==> config.mk <==
export PLATFORM = sky130hd
export DESIGN_NAME = c3sp_mac
export DESIGN_NICKNAME = d
export VERILOG_FILES = /design/src/rtl/c3sp_pkg.sv /design/src/rtl/c3sp_mac.sv
export SDC_FILE = /design/constraint.sdc
export NUM_CORES = 1
export LEC_CHECK = 0
export BUFFER_PORTS_ARGS = -buffer_cell sky130_fd_sc_hd__buf_4
export CORE_UTILIZATION = 45
export DETAILED_ROUTE_END_ITERATION = 6
export GPL_TIMING_DRIVEN = 1
export SLEW_MARGIN = 5
export SYNTH_ARGS = -nofsm -noshare
export SYNTH_HDL_FRONTEND = slang
export SYNTH_SLANG_ARGS = --single-unit
==> constraint.sdc <==
create_clock -name clk -period 5.5 [get_ports clk]
set_clock_uncertainty 0.05 [all_clocks]
set_input_delay 0.275 -clock clk [delete_from_list [all_inputs] [get_ports clk]]
set_output_delay 0.275 -clock clk [all_outputs]
set_load 0.02 [all_outputs]
==> src/rtl/c3sp_pkg.sv <==
// Shared types and constants for the 3x3 same-padding convolution core.
// Holds field widths, command and status codes, register indexes and the
// configuration and control structs. Depends on nothing.
`timescale 1ns / 1ps
`default_nettype none

package c3sp_pkg;

  // Default store dimensions, handed to the top level parameters.
  localparam int DEF_MAX_IN_CHANNELS  = 16;
  localparam int DEF_MAX_OUT_CHANNELS = 16;
  localparam int DEF_MAX_HEIGHT       = 32;
  localparam int DEF_MAX_WIDTH        = 32;

  // Kernel geometry.
  localparam int KSIZE = 3;
  localparam int TAPS  = KSIZE * KSIZE;

  // Port field widths.
  localparam int CMD_W       = 2;
  localparam int FILTER_W    = 4;
  localparam int CHANNEL_W   = 4;
  localparam int ROW_W       = 5;
  localparam int COL_W       = 5;
  localparam int VALUE_W     = 16;
  localparam int STATUS_W    = 2;
  localparam int CFG_INDEX_W = 3;
  localparam int CFG_DATA_W  = 6;

  // Item commands.
  typedef enum logic [CMD_W-1:0] {
    CMD_LOAD_WEIGHT = 2'd0,
    CMD_LOAD_BIAS   = 2'd1,
    CMD_LOAD_PIXEL  = 2'd2,
    CMD_COMPUTE     = 2'd3
  } cmd_t;

  // Result status codes.
  localparam logic [STATUS_W-1:0] STATUS_OK    = 2'd0;
  localparam logic [STATUS_W-1:0] STATUS_SAT   = 2'd1;
  localparam logic [STATUS_W-1:0] STATUS_RANGE = 2'd2;

  // Configuration register indexes.
  localparam logic [CFG_INDEX_W-1:0] CFG_IN_CHANNELS  = 3'd0;
  localparam logic [CFG_INDEX_W-1:0] CFG_OUT_CHANNELS = 3'd1;
  localparam logic [CFG_INDEX_W-1:0] CFG_IMAGE_HEIGHT = 3'd2;
  localparam logic [CFG_INDEX_W-1:0] CFG_IMAGE_WIDTH  = 3'd3;
  localparam logic [CFG_INDEX_W-1:0] CFG_BIAS_ENABLE  = 3'd4;

  // Configuration register file.
  typedef struct packed {
    logic [4:0] in_channels;
    logic [4:0] out_channels;
    logic [5:0] image_height;
    logic [5:0] image_width;
    logic       bias_enable;
  } cfg_t;

  // Control from the sequencer to the stores and the MAC unit.
  typedef struct packed {
    logic clear;
    logic tap_valid;
    logic finish;
    logic out_of_range;
  } mac_ctrl_t;

endpackage

`default_nettype wire

==> src/rtl/c3sp_mac.sv <==
// Shared multiply-accumulate unit and result stage of the convolution core.
// Multiplies one pixel by one weight per cycle, then scales, adds the bias
// and saturates. Depends on c3sp_pkg.
`timescale 1ns / 1ps
`default_nettype none

module c3sp_mac #(
  parameter int MAX_IN_CHANNELS = c3sp_pkg::DEF_MAX_IN_CHANNELS
) (
  input  logic                                clk,
  input  logic                                rst,
  input  c3sp_pkg::mac_ctrl_t                 ctrl,
  input  logic                                bias_enable,
  input  logic signed [c3sp_pkg::VALUE_W-1:0] pixel,
  input  logic signed [c3sp_pkg::VALUE_W-1:0] weight,
  input  logic signed [c3sp_pkg::VALUE_W-1:0] bias,
  output logic                                done,
  output logic signed [c3sp_pkg::VALUE_W-1:0] output_value,
  output logic [c3sp_pkg::STATUS_W-1:0]       status
);
  import c3sp_pkg::*;

  localparam int PROD_W = 2 * VALUE_W;
  localparam int ACC_W  = PROD_W + $clog2(TAPS * MAX_IN_CHANNELS);
  localparam logic signed [ACC_W:0] POS_LIM = 32767;
  localparam logic signed [ACC_W:0] NEG_LIM = -32768;

  logic                      tap_v1;
  logic                      tap_v2;
  logic                      fin_v1;
  logic                      fin_v2;
  logic signed [PROD_W-1:0]  product;
  logic signed [ACC_W-1:0]   acc;
  logic signed [ACC_W-1:0]   scaled;
  logic signed [VALUE_W-1:0] bias_term;
  logic signed [ACC_W:0]     total;

  // Pipeline flags that follow each tap and the finish marker.
  always_ff @(posedge clk) begin
    if (rst) begin
      tap_v1 <= 1'b0;
      tap_v2 <= 1'b0;
      fin_v1 <= 1'b0;
      fin_v2 <= 1'b0;
      done   <= 1'b0;
    end else begin
      tap_v1 <= ctrl.tap_valid;
      tap_v2 <= tap_v1;
      fin_v1 <= ctrl.finish;
      fin_v2 <= fin_v1;
      done   <= fin_v2;
    end
  end

  // Product register; taps outside the image contribute zero.
  always_ff @(posedge clk) begin
    if (tap_v1) begin
      product <= pixel * weight;
    end else begin
      product <= '0;
    end
  end

  // Accumulator, cleared when a compute item starts.
  always_ff @(posedge clk) begin
    if (ctrl.clear) begin
      acc <= '0;
    end else if (tap_v2) begin
      acc <= acc + ACC_W'(product);
    end
  end

  // Floor shift back to Q8.8, bias add and saturation.
  always_comb begin
    scaled    = acc >>> 8;
    bias_term = bias_enable ? bias : '0;
    total     = (ACC_W + 1)'(scaled) + (ACC_W + 1)'(bias_term);
  end

  // Result register, loaded in the cycle the accumulator is final.
  always_ff @(posedge clk) begin
    if (fin_v2) begin
      if (ctrl.out_of_range) begin
        output_value <= '0;
        status       <= STATUS_RANGE;
      end else if (total > POS_LIM) begin
        output_value <= 16'sh7FFF;
        status       <= STATUS_SAT;
      end else if (total < NEG_LIM) begin
        output_value <= 16'sh8000;
        status       <= STATUS_SAT;
      end else begin
        output_value <= VALUE_W'(total);
        status       <= STATUS_OK;
      end
    end
  end

endmodule

`default_nettype wire

==> run summary, run 1 <==
The tools report the total count of max-transition violations in the final report as 0. The classification of the worst-slack hold path was input port to flop. The smallest clock period supported by the final layout is computed as 5.42 ns. In this run the standard cell core region covers 36800 um^2. The H-tree was split into 3 levels. The count of nets after finishing was 2568; the count of flip-flops with a built-in enable after synthesis was 18. The post-detailed-route wirelength per cell was 15.3 um; the relative slew slack was 49.7%. Dividing the final minimum period by the clock period gives 98.6%. A synthesized cell averages 8.78 um^2. Input and output buffers added on the ports amount to 73. Of all nets on the critical path, the largest fanout is 6. The number of global-route vias before repair is 13549, and the pin count of the biggest net entering global routing is 46.

The arrival time of data at the critical path endpoint was 5.60 ns; the post-synthesis to final-layout area growth was 16.9%. The later pin in the worst-skew pair is clocked with a latency of 0.36 ns. The final critical-path setup slack was 0.0755 ns; the post-placement worst setup slack was -0.451 ns. The number of detailed-routing iterations run before antenna repair is 7, and the clock transition at the register clock pins on the worst setup and hold paths after CTS is 0.06 ns. Across the run, the number of max-cap violations was 0. The total of flip-flops plus latches after synthesis is 95. Final design utilization: 53.7%. The largest single stage delay on the critical path is 0.55 ns.

The mapped netlist covers 16900 um^2. At the worst endpoint, the required time is 5.67 ns. The cell depth of the worst min-delay path works out to 1.

Count of boundary I/O pins: 74. The worst reg2reg path depth was 14. Buffers inserted during clock tree synthesis total 9.

For the count of final setup violators, the log shows 0. For this run, the top clock speed supported by timing is 0.184 GHz. Final wirelength: 39400 um. The die covers 38300 um^2.

The startpoint kind of the worst setup timing path was an input port. In this run, distinct cell masters in the synthesized netlist total 81. The cell sitting at the root of the clock tree is a clkbuf_16. In this run the critical register-to-register path is captured at output_value[2]. The filler cells instantiated in the layout total 3426. Of the cells placed in the final design, the portion with a size suffix greater than 1 is 17.0%. For the first-pass GRT wire length, the log shows 66300 um. The run finished with clean final reports.

The y dimension of the die works out to 196 um. In the final layout, the multi-input gates occupy 13700 um^2. Across the whole layout, storage elements account for 2080 um^2.

The deepest clock path buffer count came out at 2. The number of hold buffers added after cts is 0, and the number of warnings reported in the yosys synthesis log is 0. The final setup TNS came out at 0 ns. For this run, design rule violations remaining after detail routing come to 0.

Using the TritonRoute via totals, the vias-per-cell ratio works out to 5.10. Total routing usage reported by global routing: 21.2%. The initial antenna violation count is 0, and the worst-margin pin slew is 0.754 ns. The number of hold violations in the final report is 0, and the number of clock sinks is 95. Across all register-to-register paths, the minimum setup slack is 1.15 ns. The initial core utilization came out at 46.0%.

Net count after synthesis: 2397. Number of antenna cells inserted: 0. After synthesis, the share of flip-flops with an asynchronous set or reset is 0%. The critical register-to-register path startpoint was acc[8]. Among all stages on the critical path, the largest delay is contributed by fa_1. In this run the horizontal extent of the chip is 196 um.

The run gives 70 as the floorplan row count. The signal on the critical path passes through buf_12 > and2_4 > fa_1 > inv_2 > fa_2 > fa_2 > fa_1 > inv_2 > fa_1 > inv_2 > fa_1 > inv_2 > ha_4 > o311a_1 > a22o_4 > a211oi_4 > o41ai_4 > nand3_1 > nand3b_1 > a21o_1 > a21oi_2 > xor2_1 > nor2_1. The startpoint identified for the worst hold timing path is ctrl[0]. In this run, the number of DRC markers left after iteration 0 of detailed routing was 488. The run gives 0 as the aggregate global routing overflow.

The worst setup path is captured at a flop. The path with the worst hold slack has its endpoint at status[1]. For the number of cells produced by synthesis, the log shows 1925.

For this run, the leading register cell type out of synthesis is dfxtp_1. Sequential cells were found to cover 12.3% of the synthesized design area. The path type of the worst setup path was input port to flop. TritonCTS built the clock tree. Once detail routing completed, the nets flagged for antenna violations numbered 0.

Setup repair after global routing could not meet its margin everywhere. The logs give 13094 for the overall via count from detail_route and 0.0791 ns for the worst hold margin. The wire-length estimate of the detail-placed layout is 33400 um. Routability-driven placement finished with a final weighted congestion of 0.896.
timing repair:
item,4_1_cts,5_1_grt
buffers inserted,4,13
gates resized for setup,13,81
endpoints found under the setup margin,5,14
cloned,0,1
pin swaps,15,79
worst max path at each step:
stage                          from     endpoint  slack (ns)  cells past startpoint
after floorplan           weight[1]  product[29]      0.0008                     22
after global placement    weight[6]  product[30]       -0.38                     22
after detailed placement  weight[6]  product[30]       -0.45                     22
after CTS                  pixel[6]  product[24]      -0.003                     23
after global routing      weight[6]  product[24]       -0.15                     23
final                     weight[6]  product[24]        0.08                     23
area by class of cell:
class	instances	share of cell area (%)
Clock buffer	12	1.36
Clock inverter	4	0.253
Inverter	340	6.48
Multi-Input combinational cell	1428	69.5
Sequential cell	95	10.5
Tap cell	468	2.96
Timing Repair Buffer	222	8.92
synth_stat cells, types with 19 or more instances:
| library cell | instances | area [um^2] |
|---|---|---|
| inv_1 | 339 | 1270 |
| fa_1 | 264 | 5290 |
| nand2_1 | 177 | 664 |
| ha_1 | 153 | 1910 |
| and2_1 | 143 | 895 |
| nor2_1 | 116 | 435 |
| a21oi_1 | 87 | 435 |
| dfxtp_1 | 77 | 1540 |
| a21o_1 | 55 | 413 |
| clkbuf_1 | 52 | 195 |
| o21ai_0 | 47 | 235 |
| xnor2_1 | 46 | 403 |
| xor2_1 | 41 | 359 |
| mux2i_1 | 29 | 290 |
| nand3_1 | 23 | 115 |
| nand2b_1 | 21 | 131 |
| nor3_1 | 19 | 95.1 |
cells by family after synthesis:
family,share of synthesized area [%]
AOI/OAI and AO/OA,12.1
xor gates and xnor gates,4.51
adders and majority gates,42.6
buffers and inverters,9.09
DFF,12.3
muxes,1.85
and+or+nand+nor,17.6
per-layer routing:
metal | track usage, % | part of all wire [%]
met2 | 36.3 | 47
met5 | 0 | 0
met4 | 4.69 | 1.3
met3 | 1.93 | 3.0
met1 | 29.2 | 49
sequential cells by signal (all words and copies together) (netlist names):
name / cells
product: 32
output_value: 16
fin_v2: 1
fin_v1: 1
status: 2
done: 1
tap_v2: 1
acc: 40
tap_v1: 1
critical path, delay by kind of cell:
kind                     cells  cell delay, ns
AO/OA/AOI/OAI                6            1.13
XOR/XNOR                     1            0.15
adder cells (fa/ha/maj)      7            3.33
buffers and inverters        5            0.28
AND/OR/NAND/NOR              4            0.42
cell usage in the layout (no fill, tap or decap), types with 15 or more instances in the layout:
cell type	synthesis	layout
buf_4	0	206
nor3_1	19	17
ha_1	153	139
a21oi_1	87	74
inv_2	0	15
inv_1	339	323
nand2b_1	21	20
nand3_1	23	22
mux2i_1	29	29
o21ai_0	47	43
xnor2_1	46	46
a21o_1	55	55
and2_1	143	132
edfxtp_1	18	18
nand2_1	177	172
nor2b_1	18	18
xor2_1	41	41
nor2_1	116	110
fa_1	264	254
dfxtp_1	77	76
metrics by stage:
step / cells / cell area [um^2]
floorplan: 1925 / 17100
global placement: 2537 / 18900
detailed placement: 2537 / 18900
CTS: 2557 / 19300
global route: 2569 / 19800
finish: 2569 / 19800
Power of run 1 is left out: the tool's default activity adds up to more than one toggle a clock period on the data nets, which glitch-free logic cannot reach.
==> run 2, diff against run 1 <==
BUFFER_PORTS_ARGS = -buffer_cell sky130_fd_sc_hd__buf_2   (was -buffer_cell sky130_fd_sc_hd__buf_4)
CORE_UTILIZATION = 28   (was 45)
MAX_ROUTING_LAYER = met4   (was unset)
==> run 2 against run 1 <==
Net effect:
- the flow now finishes with violations (design-rule violations)
- die area rose by 60%
- fmax rose by 1.0%
- setup slack improved by 0.054 ns
- first-iteration DRC count rose by 53%
- cell count rose by 12%
- register-to-register slack barely moved
- via count rose by 2.5%
- clock-buffer cell count fell by 1
- hold slack improved by 0.027 ns
- routed wire length rose by 3.5%
- core utilization fell by 20 points
- critical endpoint unchanged
- largest cell class unchanged
- highest routed layer unchanged
==> run summary, run 2 (synthesized netlist as in run 1, its figures left out) <==
The run finished, with violations left. The final reports fail on design-rule violations. The y dimension of the die is 248 um (was 196 um), and the total routing usage reported by global routing is 14.2% (was 21.2%). The initial antenna violation count was 0 (unchanged); the insertion delay of the later-clocked pin in the worst-skew pair was 0.36 ns (about the same). The number of detailed-routing iterations run before antenna repair is 7 (unchanged).

The path type of the worst setup path was input port to flop (unchanged). For the number of hold violations in the final report, the log shows 0 (unchanged). Detail-routed via count per cell: 4.68 (was 5.10). The final clock period utilization by the worst path came out at 97.6% (was 98.6%). For the floorplan row count, the log shows 89 (was 70).

The destination of the worst register-to-register timing path was output_value[14] (was output_value[2]). For the number of filler cells placed in the layout, the log shows 6081 (was 3426). The cell chosen for the clock root is clkbuf_16 (unchanged).

Setup repair after global routing could not meet its margin everywhere. Highest achievable clock rate: 0.186 GHz (was 0.184 GHz). The initial core utilization was 28.5% (was 46.0%). The run gives 46 (unchanged) as the pin count of the biggest net entering global routing. The tools report the critical register-to-register path startpoint as acc[8] (unchanged). The tools report the number of violations reported at the end of detailed-routing iteration 0 as 746 (was 488). The startpoint kind of the worst setup timing path was an input port (unchanged).

The tools report the number of clock sinks as 95 (unchanged). The launch instance of the worst min-delay path is ctrl[0] (unchanged). The tools report the critical path data required time as 5.68 ns (was 5.67 ns).

The tools report the count of placed standard cells including taps as 2851 (was 2537). The worst-margin pin slew works out to 0.814 ns (was 0.754 ns). The commonest non-fill, non-tap cell in the layout was inv_1 (unchanged). Register ranked first by flip-flop count: acc (unchanged).

The first-pass GRT wire length was 69600 um (was 66300 um). The largest driver fanout on the critical path came out at 14 (was 6). The deepest level of the CTS H-tree is 3 (unchanged).

Most frequent cells in the layout: inv_1 (316), fa_1 (249), nand2_1 (171), ha_1 (139), buf_4 (135) (was inv_1 (323), fa_1 (254), buf_4 (206), nand2_1 (172), ha_1 (139)). Placeable core region: 59400 um^2 (was 36800 um^2). The logs give 9 (unchanged) for the TritonCTS buffer count and 2 (unchanged) for the deepest clock path buffer count. The detailed placer's ending HPWL was 35200 um (was 33400 um). TritonCTS built the clock tree.

The number of max-cap violations is 0 (unchanged). Leading registers by flop count: acc: 40 flops, product: 32 flops, output_value: 16 flops (unchanged). The die outline area is 61400 um^2 (was 38300 um^2).

Worst reg2reg path depth: 14 (unchanged). The number of remaining DRC errors came out at 11 (was 0). Classification of the worst-slack hold path: input port to flop (unchanged). The clock transition at the register clock pins on the worst setup and hold paths after CTS was 0.07 ns (was 0.06 ns). The number of port buffers was 73 (unchanged). Destination of the worst hold path: status[1] (unchanged). The number of global-route vias before repair was 14187 (was 13549). The count of boundary I/O pins was 74 (unchanged). The run gives 0.861 (was 0.896) as the weighted congestion reported at the end of routability-driven placement.

The relative slew slack is 45.7% (was 49.7%). The flop-to-flop setup slack was 1.15 ns (about the same). The tools report the post-layout instance count excluding filler cells as 2870 (was 2569).

The tools report the remaining antenna violation count after routing as 0 (unchanged). The logs give 13422 (was 13094) for the overall via count from detail_route and 0 (unchanged) for the aggregate global routing overflow. The number of antenna cells inserted came out at 0 (unchanged). The placement-stage cell area was 19200 um^2 (was 18900 um^2); the count of nets after finishing was 2564 (was 2568).

Arrival time of data at the critical path endpoint: 5.55 ns (was 5.60 ns). The count of final setup violators was 0 (unchanged). Minimum clock period: 5.37 ns (was 5.42 ns).

The proportion of layout cells with a drive suffix above 1 was 17.6% (was 17.0%). The post-detailed-route wirelength per cell is 14.2 um (was 15.3 um). The logs give 40800 um (was 39400 um) for the final wirelength and 0 (unchanged) for the total count of max-transition violations in the final report. The kind of end point of the critical path was a flop (unchanged).

The horizontal die dimension was 248 um (was 196 um); the post-synthesis to final-layout area growth was 18.2% (was 16.9%). The final non-filler cell area is 20000 um^2 (was 19800 um^2), and the cell depth of the worst min-delay path is 1 (unchanged). The worst setup path startpoint was pixel[4] (was weight[6]). The flip-flop count of the largest register after layout is 40 (unchanged).
-- run 2: worst max-delay path, stage by stage --
cell      delay (ns)
buf_4           0.17
and2_1          0.19
fa_1            0.53
inv_1           0.06
fa_2            0.47
fa_2            0.53
inv_1           0.04
ha_1            0.31
fa_1            0.53
inv_1           0.05
fa_1            0.53
inv_1           0.06
ha_4            0.29
o311a_1         0.19
a22o_4          0.14
a211oi_4        0.05
o41ai_4         0.47
nand3_1         0.13
nand3b_1        0.13
a21o_1          0.14
a21oi_2         0.05
xor2_1          0.14
nor2_1          0.05
-- run 2: timing repair --
item	4_1_cts	5_1_grt
pin swaps	7	104
hold buffers	0	0
cloned	0	0
setup buffers	0	3
gates resized for setup	16	140
endpoints found under the setup margin	4	14
-- run 2: worst max path at each step --
stage	end	slack, ns
after detailed placement	product[29]	-0.44
final	product[24]	0.13
after floorplan	product[29]	0.0008
after global placement	product[30]	-0.40
after CTS	product[24]	-0.02
after global routing	product[29]	-0.11
-- run 2: metal layers --
layer / GRT usage (%) / wire length, um
met5: - / 0
met4: 2.36 / 468
met1: 19.3 / 20400
met3: 1.32 / 1350
met2: 23.1 / 18500
-- run 2: final cells by class --
class | count | area, um^2 | area share [%]
multi-input combinational | 1428 | 13700 | 68.7
sequential | 95 | 2080 | 10.4
timing repair buffer | 218 | 1640 | 8.21
inverter | 340 | 1280 | 6.38
tap | 773 | 967 | 4.84
clock buffer | 11 | 253 | 1.26
clock inverter | 5 | 37.5 | 0.188
-- run 2: through the flow --
step	worst slack [ns]	TNS [ns]	util, %	hold slack [ns]
global route	-0.113	-0.507	33.7	0.0949
CTS	-0.0236	-0.0236	33.0	0.0903
finish	0.130	0	33.7	0.107
detailed placement	-0.438	-4.45	32.4	0.387
global placement	-0.398	-3.40	32.4	0.385
floorplan	0.000830	0	-	0.292
Power of run 2 is left out for the same reason.
