$ cat config.mk
export PLATFORM = sky130hd
export DESIGN_NAME = c3sp_seq
export DESIGN_NICKNAME = d
export VERILOG_FILES = /design/src/rtl/c3sp_pkg.sv /design/src/rtl/c3sp_seq.sv
export SDC_FILE = /design/constraint.sdc
export NUM_CORES = 1
export LEC_CHECK = 0
export ABC_CLOCK_PERIOD_IN_PS = 3000
export CORE_MARGIN = 4
export CORE_UTILIZATION = 55
export CTS_BUF_LIST = sky130_fd_sc_hd__clkbuf_8
export CTS_CLUSTER_DIAMETER = 50
export DETAILED_ROUTE_END_ITERATION = 12
export DONT_BUFFER_PORTS = 1
export GPL_TIMING_DRIVEN = 0
export PLACE_DENSITY = 0.71
export SKIP_LAST_GASP = 1
export SYNTH_ARGS = -nofsm -noshare
export SYNTH_HDL_FRONTEND = slang
export SYNTH_SLANG_ARGS = --single-unit
$ cat constraint.sdc
create_clock -name clk -period 3 [get_ports clk]
set_input_delay 0.6 -clock clk [delete_from_list [all_inputs] [get_ports clk]]
set_output_delay 0.6 -clock clk [all_outputs]
set_load 0.05 [all_outputs]
$ cat src/rtl/c3sp_pkg.sv
// Shared types and constants for the 3x3 same-padding convolution core.
// Holds field widths, command and status codes, register indexes and the
// configuration and control structs. Depends on nothing.
`timescale 1ns / 1ps
`default_nettype none

package c3sp_pkg;

  // Default store dimensions, handed to the top level parameters.
  localparam int DEF_MAX_IN_CHANNELS  = 16;
  localparam int DEF_MAX_OUT_CHANNELS = 16;
  localparam int DEF_MAX_HEIGHT       = 32;
  localparam int DEF_MAX_WIDTH        = 32;

  // Kernel geometry.
  localparam int KSIZE = 3;
  localparam int TAPS  = KSIZE * KSIZE;

  // Port field widths.
  localparam int CMD_W       = 2;
  localparam int FILTER_W    = 4;
  localparam int CHANNEL_W   = 4;
  localparam int ROW_W       = 5;
  localparam int COL_W       = 5;
  localparam int VALUE_W     = 16;
  localparam int STATUS_W    = 2;
  localparam int CFG_INDEX_W = 3;
  localparam int CFG_DATA_W  = 6;

  // Item commands.
  typedef enum logic [CMD_W-1:0] {
    CMD_LOAD_WEIGHT = 2'd0,
    CMD_LOAD_BIAS   = 2'd1,
    CMD_LOAD_PIXEL  = 2'd2,
    CMD_COMPUTE     = 2'd3
  } cmd_t;

  // Result status codes.
  localparam logic [STATUS_W-1:0] STATUS_OK    = 2'd0;
  localparam logic [STATUS_W-1:0] STATUS_SAT   = 2'd1;
  localparam logic [STATUS_W-1:0] STATUS_RANGE = 2'd2;

  // Configuration register indexes.
  localparam logic [CFG_INDEX_W-1:0] CFG_IN_CHANNELS  = 3'd0;
  localparam logic [CFG_INDEX_W-1:0] CFG_OUT_CHANNELS = 3'd1;
  localparam logic [CFG_INDEX_W-1:0] CFG_IMAGE_HEIGHT = 3'd2;
  localparam logic [CFG_INDEX_W-1:0] CFG_IMAGE_WIDTH  = 3'd3;
  localparam logic [CFG_INDEX_W-1:0] CFG_BIAS_ENABLE  = 3'd4;

  // Configuration register file.
  typedef struct packed {
    logic [4:0] in_channels;
    logic [4:0] out_channels;
    logic [5:0] image_height;
    logic [5:0] image_width;
    logic       bias_enable;
  } cfg_t;

  // Control from the sequencer to the stores and the MAC unit.
  typedef struct packed {
    logic clear;
    logic tap_valid;
    logic finish;
    logic out_of_range;
  } mac_ctrl_t;

endpackage

`default_nettype wire

$ cat src/rtl/c3sp_seq.sv
// Tap sequencer of the convolution core.
// Walks input channels and the nine kernel taps of one compute item, one tap
// per cycle, stepping the store addresses. Depends on c3sp_pkg.
`timescale 1ns / 1ps
`default_nettype none

module c3sp_seq #(
  parameter int MAX_IN_CHANNELS  = c3sp_pkg::DEF_MAX_IN_CHANNELS,
  parameter int MAX_OUT_CHANNELS = c3sp_pkg::DEF_MAX_OUT_CHANNELS,
  parameter int MAX_HEIGHT       = c3sp_pkg::DEF_MAX_HEIGHT,
  parameter int MAX_WIDTH        = c3sp_pkg::DEF_MAX_WIDTH,
  localparam int IMG_DEPTH = MAX_IN_CHANNELS * MAX_HEIGHT * MAX_WIDTH,
  localparam int WGT_DEPTH = MAX_OUT_CHANNELS * MAX_IN_CHANNELS * c3sp_pkg::TAPS,
  localparam int IMG_AW    = $clog2(IMG_DEPTH),
  localparam int WGT_AW    = $clog2(WGT_DEPTH)
) (
  input  logic                            clk,
  input  logic                            rst,
  input  logic                            accept,
  input  logic [c3sp_pkg::CMD_W-1:0]      command,
  input  logic [c3sp_pkg::FILTER_W-1:0]   filter_index,
  input  logic [c3sp_pkg::ROW_W-1:0]      row,
  input  logic [c3sp_pkg::COL_W-1:0]      column,
  input  c3sp_pkg::cfg_t                  cfg,
  input  logic                            done,
  output logic                            busy,
  output c3sp_pkg::mac_ctrl_t             ctrl,
  output logic [IMG_AW-1:0]               img_rd_addr,
  output logic [WGT_AW-1:0]               wgt_rd_addr
);
  import c3sp_pkg::*;

  localparam int CH_W     = (MAX_IN_CHANNELS > 1) ? $clog2(MAX_IN_CHANNELS) : 1;
  localparam int PLANE    = MAX_HEIGHT * MAX_WIDTH;
  localparam int FSTRIDE  = MAX_IN_CHANNELS * TAPS;
  localparam int ROW_STEP = MAX_WIDTH - (KSIZE - 1);
  localparam int CH_STEP  = PLANE - (KSIZE - 1) * MAX_WIDTH - (KSIZE - 1);
  localparam logic [1:0] K_LAST = 2'(KSIZE - 1);

  typedef enum logic [1:0] {
    S_IDLE,
    S_RUN,
    S_FLUSH
  } state_t;

  state_t          state;
  logic [ROW_W-1:0] row_q;
  logic [COL_W-1:0] col_q;
  logic [CH_W-1:0]  chan;
  logic [1:0]       kr;
  logic [1:0]       kc;

  logic              last_chan;
  logic              last_tap;
  logic [CH_W-1:0]   chan_next;
  logic [1:0]        kr_next;
  logic [1:0]        kc_next;
  logic [IMG_AW-1:0] img_step;
  logic [IMG_AW-1:0] img_start;
  logic [WGT_AW-1:0] wgt_start;
  logic              range_bad;
  logic              no_channels;

  // A tap lies inside the image when its source row and column, offset by
  // one for the padding, fall within the active size.
  function automatic logic tap_ok(input logic [ROW_W-1:0] r, input logic [COL_W-1:0] c,
                                  input logic [1:0] tr, input logic [1:0] tc,
                                  input logic [5:0] h, input logic [5:0] w);
    logic [ROW_W:0] rp;
    logic [COL_W:0] cp;
    rp = {1'b0, r} + (ROW_W + 1)'(tr);
    cp = {1'b0, c} + (COL_W + 1)'(tc);
    return (rp != '0) && (32'(rp) <= 32'(h)) && (32'(rp) <= 32'(MAX_HEIGHT)) &&
           (cp != '0) && (32'(cp) <= 32'(w)) && (32'(cp) <= 32'(MAX_WIDTH));
  endfunction

  // Next tap in channel, kernel row, kernel column order.
  always_comb begin
    last_chan = (32'(chan) + 32'd1 >= 32'(cfg.in_channels)) ||
                (32'(chan) + 32'd1 >= 32'(MAX_IN_CHANNELS));
    last_tap  = (kr == K_LAST) && (kc == K_LAST) && last_chan;
    chan_next = chan;
    kr_next   = kr;
    kc_next   = kc + 2'd1;
    img_step  = IMG_AW'(1);
    if (kc == K_LAST) begin
      kc_next = 2'd0;
      if (kr == K_LAST) begin
        kr_next   = 2'd0;
        chan_next = chan + CH_W'(1);
        img_step  = IMG_AW'(CH_STEP);
      end else begin
        kr_next  = kr + 2'd1;
        img_step = IMG_AW'(ROW_STEP);
      end
    end
  end

  // Start addresses and range check of a compute item.
  always_comb begin
    img_start = IMG_AW'(row) * IMG_AW'(MAX_WIDTH) + IMG_AW'(column) -
                IMG_AW'(MAX_WIDTH + 1);
    wgt_start = WGT_AW'(filter_index) * WGT_AW'(FSTRIDE);
    range_bad = (32'(filter_index) >= 32'(cfg.out_channels)) ||
                (32'(filter_index) >= 32'(MAX_OUT_CHANNELS)) ||
                (32'(row) >= 32'(cfg.image_height)) ||
                (32'(row) >= 32'(MAX_HEIGHT)) ||
                (32'(column) >= 32'(cfg.image_width)) ||
                (32'(column) >= 32'(MAX_WIDTH));
    no_channels = (cfg.in_channels == 5'd0);
  end

  assign busy = (state != S_IDLE);

  // Sequencer state and registered control outputs.
  always_ff @(posedge clk) begin
    if (rst) begin
      state       <= S_IDLE;
      ctrl        <= '0;
      row_q       <= '0;
      col_q       <= '0;
      chan        <= '0;
      kr          <= '0;
      kc          <= '0;
      img_rd_addr <= '0;
      wgt_rd_addr <= '0;
    end else begin
      ctrl.clear  <= 1'b0;
      ctrl.finish <= 1'b0;
      case (state)
        S_IDLE: begin
          if (accept && (command == CMD_COMPUTE)) begin
            row_q             <= row;
            col_q             <= column;
            chan              <= '0;
            kr                <= 2'd0;
            kc                <= 2'd0;
            img_rd_addr       <= img_start;
            wgt_rd_addr       <= wgt_start;
            ctrl.clear        <= 1'b1;
            ctrl.out_of_range <= range_bad;
            if (range_bad || no_channels) begin
              ctrl.tap_valid <= 1'b0;
              ctrl.finish    <= 1'b1;
              state          <= S_FLUSH;
            end else begin
              ctrl.tap_valid <= tap_ok(row, column, 2'd0, 2'd0,
                                       cfg.image_height, cfg.image_width);
              state          <= S_RUN;
            end
          end
        end
        S_RUN: begin
          if (last_tap) begin
            ctrl.tap_valid <= 1'b0;
            ctrl.finish    <= 1'b1;
            state          <= S_FLUSH;
          end else begin
            chan           <= chan_next;
            kr             <= kr_next;
            kc             <= kc_next;
            img_rd_addr    <= img_rd_addr + img_step;
            wgt_rd_addr    <= wgt_rd_addr + WGT_AW'(1);
            ctrl.tap_valid <= tap_ok(row_q, col_q, kr_next, kc_next,
                                     cfg.image_height, cfg.image_width);
          end
        end
        S_FLUSH: begin
          if (done) begin
            state <= S_IDLE;
          end
        end
        default: begin
          state <= S_IDLE;
        end
      endcase
    end
  end

endmodule

`default_nettype wire

==> flow_metrics.env, run 1 <==
export IMPL_cts_hold_buffers=0
export IMPL_yosys_cell_count_top_type="sky130_fd_sc_hd__nand2_1"
export IMPL_fp_row_count=31
export IMPL_final_clock_period_utilization_by_the_worst_path_pct=110
export IMPL_multiInputGateArea_mm2=0.00290
export IMPL_synth_top_cells_by_area="sky130_fd_sc_hd__dfxtp_1, sky130_fd_sc_hd__ha_1, sky130_fd_sc_hd__a21oi_1, sky130_fd_sc_hd__nand2_1, sky130_fd_sc_hd__o21ai_0"
export IMPL_synthCells=531
export IMPL_yosys_warnings=0
export IMPL_initial_core_util_pct=57.1
export IMPL_status="complete, but fails checks"
export IMPL_dp_hpwl_mm=9.20
export IMPL_cpLargestDelayFamily="simple AND/OR/NAND/NOR gates"
export IMPL_power_leakage_nw=1.94
export IMPL_place_port_buffers=0
export IMPL_synth_commonest_cells="sky130_fd_sc_hd__nand2_1, sky130_fd_sc_hd__dfxtp_1, sky130_fd_sc_hd__ha_1, sky130_fd_sc_hd__a21oi_1, sky130_fd_sc_hd__inv_1"
export IMPL_antenna_violating_nets_post_route=0
export IMPL_critPathRequiredTime_ns=3.23
export IMPL_crit_type="register to register"
export IMPL_synth_top_area_cell="sky130_fd_sc_hd__dfxtp_1"
export IMPL_finalHoldViolCount=0
export IMPL_synth_enable_flop_cells=0
export IMPL_insertedDiodeCount=0
export IMPL_place_inst=630
export IMPL_min_path_type="primary input to register"
export IMPL_ctsRootBufferMaster="sky130_fd_sc_hd__clkbuf_8"
export IMPL_cp_buffers_inverters=1
export IMPL_finalWorstPathRequiredPeriod_ns=3.29
export IMPL_final_ws_setup_ns=-0.290
export IMPL_crit_fanout=4
export IMPL_ctsHtreeMaxLevel=2
export IMPL_violations="negative setup slack"
export IMPL_globalplace_congestion=0.885
export IMPL_post_layout_nonfiller_instances=644
export IMPL_drtIter0Drc=263
export IMPL_num_fill_cells=704
export IMPL_avgRoutedWirePerCell_um=18.6
export IMPL_insertion_delay_ns=0.32
export IMPL_cell_area_after_synthesis_mm2=0.00417
export IMPL_synth_fp_nets=627
export IMPL_dr_pass1_iters=5
export IMPL_first_pass_grt_wire_length_mm=19.3
export IMPL_number_of_clock_sinks=50
export IMPL_synthFlopType="sky130_fd_sc_hd__dfxtp_1"
export IMPL_cts_made_buffers=5
export IMPL_startpoint_type_of_the_worst_setup_path="register"
export IMPL_tns_ns=-0.290
export IMPL_design_core_area_mm2=0.00729
export IMPL_crit_slowest_cell="sky130_fd_sc_hd__or4_1"
export IMPL_die_width_um=95.0
export IMPL_grt_max_degree=14
export IMPL_count_of_final_max_slew_check_failures=0
export IMPL_full_die_area_mm2=0.00903
export IMPL_regArea_mm2=0.00100
export IMPL_post_route_cells_drive_above_1_share_pct=9.72
export IMPL_critPathArrivalTime_ns=3.52
export IMPL_syn_to_final_growth_pct=7.81
export IMPL_clk_transition_reported_paths_ns=0.10
export IMPL_drt_wl_total_mm=12.0
export IMPL_syn_avg_cell_area_um2=7.85
export IMPL_avgViaCountPerCell=6.27
export IMPL_via_count=4038
export IMPL_cts_tree="done"
export IMPL_crit_path_end_kind="register"
export IMPL_ys_seq_elements=50
export IMPL_fraction_of_the_yosys_area_taken_by_sequential_cells_pct=24.0
export IMPL_clock_tree_buffer_depth=2
export IMPL_synth_lib_cells_used_distinct=68
export IMPL_synth_async_sr_flop_share_pct=0
export IMPL_irDropWorstVdd_v=0.000230
export IMPL_vert_die_dim_um=95.0
export IMPL_timing_fmax_ghz=0.304
export IMPL_clock_skew_ns=0.0138
export IMPL_grt_pass1_vias=3910
export IMPL_worst_slew_pin_transition_ns=0.855
export IMPL_worst_slew_margin_rel_pct=42.6
export IMPL_critPathMaxStageDelay_ns=0.42
export IMPL_global_route_overflow_total=0
export IMPL_place_ws_ns=-0.519
export IMPL_grt_use_total_pct=27.2
export IMPL_synth_top_area_share_pct=24.0
export IMPL_timing_max_cap_violations=0
export IMPL_total_power_mw=1.62
export IMPL_drc=0
export IMPL_worstPathCellList="and2b_4 > nand2b_4 > o21ai_4 > ha_2 > inv_2 > fa_2 > nand3b_1 > xnor2_2 > ha_1 > a21o_1 > a221oi_2 > o32ai_2 > or4_1 > o211ai_1"
export IMPL_number_of_nets_in_the_layout=642
export IMPL_grt_antenna_before_repair=0
export IMPL_timing_final_setup_violations=1
export IMPL_io_pin_count=74
export IMPL_setup_repair_after_global_routing_missed_its_margin="yes"
export IMPL_power_per_cell_area_mw_per_mm2=360
flip-flops by register name, indices dropped and copies added (netlist names):
name / count
state: 2
chan: 4
col_q: 5
img_rd_addr: 14
kc: 2
ctrl: 4
row_q: 5
wgt_rd_addr: 12
kr: 2
worst register-to-register path, delay by kind of cell, from the launching register on:
family / cells / cell delay [ns]
compound gates: 5 / 0.81
xor+xnor: 1 / 0.19
fa+ha+maj: 3 / 0.84
buf+inv: 1 / 0.04
flops: 1 / 0.33
simple gates: 4 / 1.02
cell type report:
| cell class | count | share of cell area, % |
|---|---|---|
| multi-input combinational | 421 | 64.6 |
| sequential | 50 | 22.3 |
| buffer | 23 | 3.98 |
| inverter | 37 | 3.15 |
| tap | 99 | 2.76 |
| clock buffer | 6 | 1.84 |
| timing repair buffer | 8 | 1.34 |
per-layer routing:
layer | vias to the layer above | GRT usage [%] | share of wire (%)
li1 | 1964 | - | -
met5 | - | 0 | 0
met3 | 24 | 5.21 | 8.1
met4 | 0 | 8.41 | 1.7
met2 | 158 | 47.1 | 47
met1 | 1892 | 34.1 | 43
cells by family (layout without fill, tap and decap cells):
| kind of cell | after synthesis | in the layout | share of synthesized area (%) |
|---|---|---|---|
| AND/OR/NAND/NOR | 190 | 190 | 22.6 |
| adder cells (fa/ha/maj) | 53 | 53 | 16.5 |
| multiplexers | 4 | 4 | 0.961 |
| XOR/XNOR | 17 | 17 | 3.57 |
| buffers and inverters | 60 | 74 | 7.63 |
| AO/OA/AOI/OAI | 157 | 157 | 24.7 |
| flip-flops | 50 | 50 | 24.0 |
report_power, final:
| part | internal, mW | total (mW) | switching [mW] |
|---|---|---|---|
| Sequential | 0.700 | 0.841 | 0.141 |
| Combinational | 0.149 | 0.364 | 0.215 |
| Clock | 0.179 | 0.413 | 0.234 |
through the flow:
| stage | hold WS (ns) | area [um2] | utilization (%) |
|---|---|---|---|
| after floorplan | 0.441 | 4180 | - |
| after global placement | 0.452 | 4300 | 59.0 |
| after detailed placement | 0.458 | 4300 | 59.0 |
| after CTS | 0.415 | 4470 | 61.3 |
| after global routing | 0.421 | 4490 | 61.6 |
| final | 0.407 | 4490 | 61.6 |
layout by cell type (no fill, tap or decap), types with 12 or more instances in the layout:
cell type,Yosys,layout
sky130_fd_sc_hd__nand2_1,63,62
sky130_fd_sc_hd__clkbuf_8,6,12
sky130_fd_sc_hd__dfxtp_1,50,48
sky130_fd_sc_hd__a21oi_1,48,48
sky130_fd_sc_hd__o21ai_0,30,28
sky130_fd_sc_hd__inv_1,36,35
sky130_fd_sc_hd__nor3_1,15,15
sky130_fd_sc_hd__ha_1,50,49
sky130_fd_sc_hd__nand3_1,28,28
sky130_fd_sc_hd__nor2_1,32,32
final timing paths:
path	start	to	slack, ns	cells past startpoint
worst max register to register	kc[0]$_SDFFE_PP0P_	ctrl[2]$_SDFFE_PP0P_	-0.29	14
worst min-delay path	row[3]	row_q[3]$_SDFFE_PP0P_	0.41	2
worst max-delay path	kc[0]$_SDFFE_PP0P_	ctrl[2]$_SDFFE_PP0P_	-0.29	14
worst min register to register	col_q[0]$_SDFFE_PP0P_	col_q[0]$_SDFFE_PP0P_	0.47	2
repair_timing:
item,4_1_cts,5_1_grt
buffers inserted,7,1
resized for setup,7,5
pin swaps,11,8
cloned,0,0
endpoints found under the setup margin,5,6
(Power assumes the default switching activity.)
==> run 2: changes to the inputs <==
Settings changed: ABC_CLOCK_PERIOD_IN_PS 3000 to 4110, PLACE_DENSITY 0.71 to 0.68.
Clock period 3 ns to 4.11 ns, I/O delays scaled along.
==> flow_metrics.env, run 2 (synthesized netlist as in run 1, its figures left out) <==
export IMPL_internal_power_component_mw=0.730
export IMPL_power_per_cell_area_mw_per_mm2=266
export IMPL_clock_tree_buffer_depth=2
export IMPL_critPathRequiredTime_ns=4.34
export IMPL_grt_pass1_vias=3805
export IMPL_number_of_nets_in_the_layout=634
export IMPL_timing_fmax_ghz=0.272
export IMPL_postCtsSetupBuffers=0
export IMPL_global_route_overflow_total=0
export IMPL_ctsRootBufferMaster="sky130_fd_sc_hd__clkbuf_8"
export IMPL_finalHoldViolCount=0
export IMPL_regArea_mm2=0.00100
export IMPL_cts_made_buffers=5
export IMPL_r2r_start="kc[0]$_SDFFE_PP0P_"
export IMPL_critPathMaxStageDelay_ns=0.50
export IMPL_dp_hpwl_mm=9.15
export IMPL_power_leakage_nw=1.88
export IMPL_setup_repair_after_global_routing_missed_its_margin="no"
export IMPL_dr_pass1_iters=7
export IMPL_num_fill_cells=722
export IMPL_grt_use_total_pct=26.7
export IMPL_sw_frac_of_total_pct=37.1
export IMPL_hold_path_startpoint="row_q[0]$_SDFFE_PP0P_"
export IMPL_fp_row_count=31
export IMPL_clk_network_pwr_share_pct=24.5
export IMPL_post_dp_cell_area_mm2=0.00429
export IMPL_crit_fanout=8
export IMPL_first_pass_grt_wire_length_mm=18.8
export IMPL_layout_cell_area_non_filler_mm2=0.00437
export IMPL_worst_slew_pin_transition_ns=0.890
export IMPL_reg_largest_list="img_rd_addr x14, wgt_rd_addr x12"
export IMPL_vert_die_dim_um=95.0
export IMPL_layout_cells_most_common="sky130_fd_sc_hd__nand2_1"
export IMPL_grt_max_degree=14
export IMPL_place_port_buffers=0
export IMPL_finalWorstPathRequiredPeriod_ns=3.68
export IMPL_multiInputGateArea_mm2=0.00285
export IMPL_crit_type="register to register"
export IMPL_startpoint_type_of_the_worst_setup_path="register"
export IMPL_timing_max_cap_violations=0
export IMPL_cts_resized=0
export IMPL_count_of_final_max_slew_check_failures=0
export IMPL_design_core_area_mm2=0.00729
export IMPL_final_clock_period_utilization_by_the_worst_path_pct=89.5
export IMPL_globalplace_congestion=0.895
export IMPL_cts_hold_buffers=0
export IMPL_flip_flop_count_of_the_largest_register_all_copies_and_words_added=14
export IMPL_grt_antenna_before_repair=0
export IMPL_tns_ns=0
export IMPL_timing_final_setup_violations=0
export IMPL_irDropWorstVdd_v=0.000154
export IMPL_min_path_type="register to register"
export IMPL_full_die_area_mm2=0.00903
export IMPL_via_count=4042
export IMPL_worst_slew_margin_rel_pct=40.0
export IMPL_die_width_um=95.0
export IMPL_status="finished, final reports clean"
export IMPL_critPathArrivalTime_ns=3.91
export IMPL_ctsHtreeMaxLevel=2
export IMPL_avgViaCountPerCell=6.35
export IMPL_syn_to_final_growth_pct=4.80
export IMPL_r2r_setup_slack_ns=0.43
export IMPL_crit_slowest_cell="sky130_fd_sc_hd__or4_1"
export IMPL_number_of_clock_sinks=50
export IMPL_comb_power_share_pct=22.6
export IMPL_crit_path_frequent_cell="sky130_fd_sc_hd__ha_1"
export IMPL_drt_wl_total_mm=11.9
export IMPL_max_flop_register="img_rd_addr"
export IMPL_cts_tree="done"
export IMPL_insertedDiodeCount=0
export IMPL_clk_transition_reported_paths_ns=0.09
export IMPL_power_net_switching_mw=0.430
export IMPL_critPathLaunch="kc[0]$_SDFFE_PP0P_"
export IMPL_drc=0
export IMPL_mostFrequentLayoutCells="sky130_fd_sc_hd__nand2_1, sky130_fd_sc_hd__ha_1, sky130_fd_sc_hd__dfxtp_1"
export IMPL_insertion_delay_ns=0.31
export IMPL_initial_core_util_pct=57.1
export IMPL_post_route_cells_drive_above_1_share_pct=5.76
export IMPL_pwr_share_seq_pct=52.9
export IMPL_drtIter0Drc=261
export IMPL_crit_path_end_kind="register"
export IMPL_clock_skew_ns=0.00833
export IMPL_antenna_violating_nets_post_route=0
export IMPL_avgRoutedWirePerCell_um=18.6
export IMPL_io_pin_count=74
export IMPL_worstPathCellList="and2b_2 > inv_2 > nand2_1 > o21ai_0 > ha_1 > inv_1 > fa_1 > nand3b_1 > xnor2_1 > ha_1 > a21o_1 > a221oi_1 > o32ai_1 > or4_1 > o211ai_1"
==> run 2: layout make-up <==
type                    instances  area share [%]
multi-input cells             421            65.2
well taps                      99            2.84
plain buffers                  23            4.10
clock inverters                 2           0.172
inverters                      37            3.18
clock buffers                   5            1.58
flip-flops and latches         50            22.9
==> run 2: per-layer routing <==
layer,up-vias,global-route usage (%),routed length (um)
li1,1965,-,-
met1,1896,33.6,5130
met2,162,45.0,5610
met3,19,4.97,870
met4,0,10.9,247
met5,-,0,0
==> run 2: worst max-delay path: cells and delay by family, from the launching register on <==
kind | cells | cell delay, ns
and+or+nand+nor | 4 | 1.08
adders and majority gates | 3 | 0.90
AOI/OAI and AO/OA | 5 | 0.83
DFF | 1 | 0.37
buffers and inverters | 2 | 0.21
xor gates and xnor gates | 1 | 0.20
==> run 2: power groups by stage <==
stage	combinational, mW	sequential (mW)	clock [mW]
floorplan	0.198	0.616	0
detailed placement	0.259	0.626	0
global route	0.293	0.619	0.315
finish	0.262	0.614	0.284
CTS	0.260	0.614	0.286
global placement	0.251	0.625	0
==> run 2: per-stage QoR <==
stage	utilization [%]	power [mW]	hold slack, ns	setup WS, ns	cells
finish	59.9	1.16	0.471	0.432	637
global route	59.9	1.23	0.497	0.259	637
CTS	59.9	1.16	0.477	0.419	637
detailed placement	58.8	0.885	0.462	0.439	630
global placement	58.8	0.875	0.451	0.493	630
floorplan	-	0.814	0.441	0.880	531
==> run 2: worst paths after layout <==
check,to,cells after the start
worst max-delay path,ctrl[2]$_SDFFE_PP0P_,15
worst min-delay path,row_q[0]$_SDFFE_PP0P_,2
worst min register to register,row_q[0]$_SDFFE_PP0P_,2
worst max register to register,ctrl[2]$_SDFFE_PP0P_,15
==> run 3: changes to the inputs <==
Settings changed: CORE_UTILIZATION 55 to 40, GPL_TIMING_DRIVEN 0 to 1, PLACE_DENSITY 0.68 to 0.52.
==> flow_metrics.env, run 3 (synthesized netlist as in run 1, its figures left out) <==
export IMPL_status="finished, final reports clean"
export IMPL_cts_tree="done"
export IMPL_post_route_cells_drive_above_1_share_pct=5.00
export IMPL_reg_largest_list="img_rd_addr x14, wgt_rd_addr x12"
export IMPL_number_of_clock_sinks=50
export IMPL_avgRoutedWirePerCell_um=17.4
export IMPL_insertedDiodeCount=0
export IMPL_drc=0
export IMPL_insertion_delay_ns=0.31
export IMPL_grt_pass1_vias=3706
export IMPL_avgViaCountPerCell=5.80
export IMPL_tns_ns=0
export IMPL_grt_max_degree=45
export IMPL_worst_slew_margin_rel_pct=48.5
export IMPL_postCtsSetupBuffers=0
export IMPL_clk_transition_reported_paths_ns=0.09
export IMPL_global_route_overflow_total=0
export IMPL_place_port_buffers=0
export IMPL_cts_made_buffers=5
export IMPL_layout_cells_most_common="sky130_fd_sc_hd__nand2_1"
export IMPL_crit_path_end_kind="register"
export IMPL_drtIter0Drc=203
export IMPL_initial_core_util_pct=41.9
export IMPL_min_path_type="register to register"
export IMPL_max_flop_register="img_rd_addr"
export IMPL_finish_utilization_pct=43.0
export IMPL_dp_hpwl_mm=8.58
export IMPL_crit_type="register to register"
export IMPL_timing_hold_ws_ns=0.466
export IMPL_clock_skew_ns=0.0122
export IMPL_timing_fmax_ghz=0.269
export IMPL_design_core_area_mm2=0.00995
export IMPL_finalHoldViolCount=0
export IMPL_power_per_cell_area_mw_per_mm2=267
export IMPL_ctsRootBufferMaster="sky130_fd_sc_hd__clkbuf_8"
export IMPL_cts_resized=0
export IMPL_via_count=3786
export IMPL_final_clock_period_utilization_by_the_worst_path_pct=90.3
export IMPL_die_width_um=110
export IMPL_full_die_area_mm2=0.0121
export IMPL_timing_max_cap_violations=0
export IMPL_first_pass_grt_wire_length_mm=18.7
export IMPL_critPathArrivalTime_ns=3.95
export IMPL_grt_use_total_pct=19.6
export IMPL_syn_to_final_growth_pct=2.82
export IMPL_irDropWorstVdd_v=0.000139
export IMPL_grt_antenna_before_repair=0
export IMPL_io_pin_count=74
export IMPL_clock_tree_buffer_depth=2
export IMPL_globalplace_congestion=0.845
export IMPL_dr_pass1_iters=4
export IMPL_drt_wl_total_mm=11.4
export IMPL_flip_flop_count_of_the_largest_register_all_copies_and_words_added=14
export IMPL_cts_hold_buffers=0
export IMPL_fp_row_count=36
export IMPL_power_leakage_nw=1.81
export IMPL_finalWorstPathRequiredPeriod_ns=3.71
export IMPL_timing_final_setup_violations=0
export IMPL_number_of_nets_in_the_layout=617
export IMPL_crit_fanout=8
export IMPL_vert_die_dim_um=110
export IMPL_num_fill_cells=1013
export IMPL_startpoint_type_of_the_worst_setup_path="register"
export IMPL_critPathRequiredTime_ns=4.35
export IMPL_antenna_violating_nets_post_route=0
export IMPL_worst_slew_pin_transition_ns=0.771
export IMPL_count_of_final_max_slew_check_failures=0
export IMPL_setup_repair_after_global_routing_missed_its_margin="no"
export IMPL_ctsHtreeMaxLevel=2
export IMPL_mostFrequentLayoutCells="sky130_fd_sc_hd__nand2_1, sky130_fd_sc_hd__ha_1, sky130_fd_sc_hd__dfxtp_1"
==> run 3: final timing paths <==
path	startpoint	to	slack [ns]	depth (start not counted)
hold reg to reg	row_q[0]$_SDFFE_PP0P_	row_q[0]$_SDFFE_PP0P_	0.47	2
setup reg to reg	kc[0]$_SDFFE_PP0P_	ctrl[2]$_SDFFE_PP0P_	0.40	14
hold / removal	row_q[0]$_SDFFE_PP0P_	row_q[0]$_SDFFE_PP0P_	0.47	2
setup / recovery	kc[0]$_SDFFE_PP0P_	ctrl[2]$_SDFFE_PP0P_	0.40	14
==> run 3: layout make-up <==
type | count | area [um2] | share of cell area [%]
inverters | 37 | 139 | 3.24
well taps | 133 | 166 | 3.88
flip-flops and latches | 50 | 1000 | 23.4
repair buffers | 6 | 45.0 | 1.05
clock buffers | 6 | 82.6 | 1.93
multi-input cells | 421 | 2850 | 66.5
==> run 3: report_power, final <==
group | leakage, nW | switching, mW | total [mW] | internal (mW)
Clock | 0.0431 | 0.168 | 0.298 | 0.131
Sequential | 0.406 | 0.106 | 0.616 | 0.510
Combinational | 1.36 | 0.136 | 0.230 | 0.0940
Total | 1.81 | 0.409 | 1.14 | 0.735
==> run 3: routing by layer <==
metal / up-vias / routed length (um) / GRT usage [%] / share of wire, %
met5: - / 0 / 0 / 0
met2: 97 / 5300 / 32.8 / 47
li1: 1912 / - / - / -
met1: 1766 / 5040 / 25.4 / 44
met4: 0 / 148 / 4.72 / 1.3
met3: 11 / 904 / 4.60 / 7.9
==> run 3: metrics by stage <==
step	instance area, um2	power, mW	setup slack (ns)	std cells
after floorplan	4170	0.814	0.880	531
after global placement	4200	0.852	0.509	647
after detailed placement	4200	0.859	0.424	647
after CTS	4280	1.16	0.401	653
after global routing	4280	1.22	0.157	653
final	4280	1.14	0.399	653
==> run 3: critical path: stages (launching register included) <==
cell and delay [ns]:
sky130_fd_sc_hd__dfxtp_1 0.33, sky130_fd_sc_hd__and2b_2 0.33, sky130_fd_sc_hd__nand2b_1 0.09, sky130_fd_sc_hd__o21ai_0 0.24
sky130_fd_sc_hd__ha_1 0.25, sky130_fd_sc_hd__inv_1 0.06, sky130_fd_sc_hd__fa_1 0.39, sky130_fd_sc_hd__nand3b_1 0.21
sky130_fd_sc_hd__xnor2_1 0.20, sky130_fd_sc_hd__ha_1 0.27, sky130_fd_sc_hd__a21o_1 0.17, sky130_fd_sc_hd__a221oi_1 0.33
sky130_fd_sc_hd__o32ai_1 0.19, sky130_fd_sc_hd__or4_1 0.49, sky130_fd_sc_hd__o211ai_1 0.09
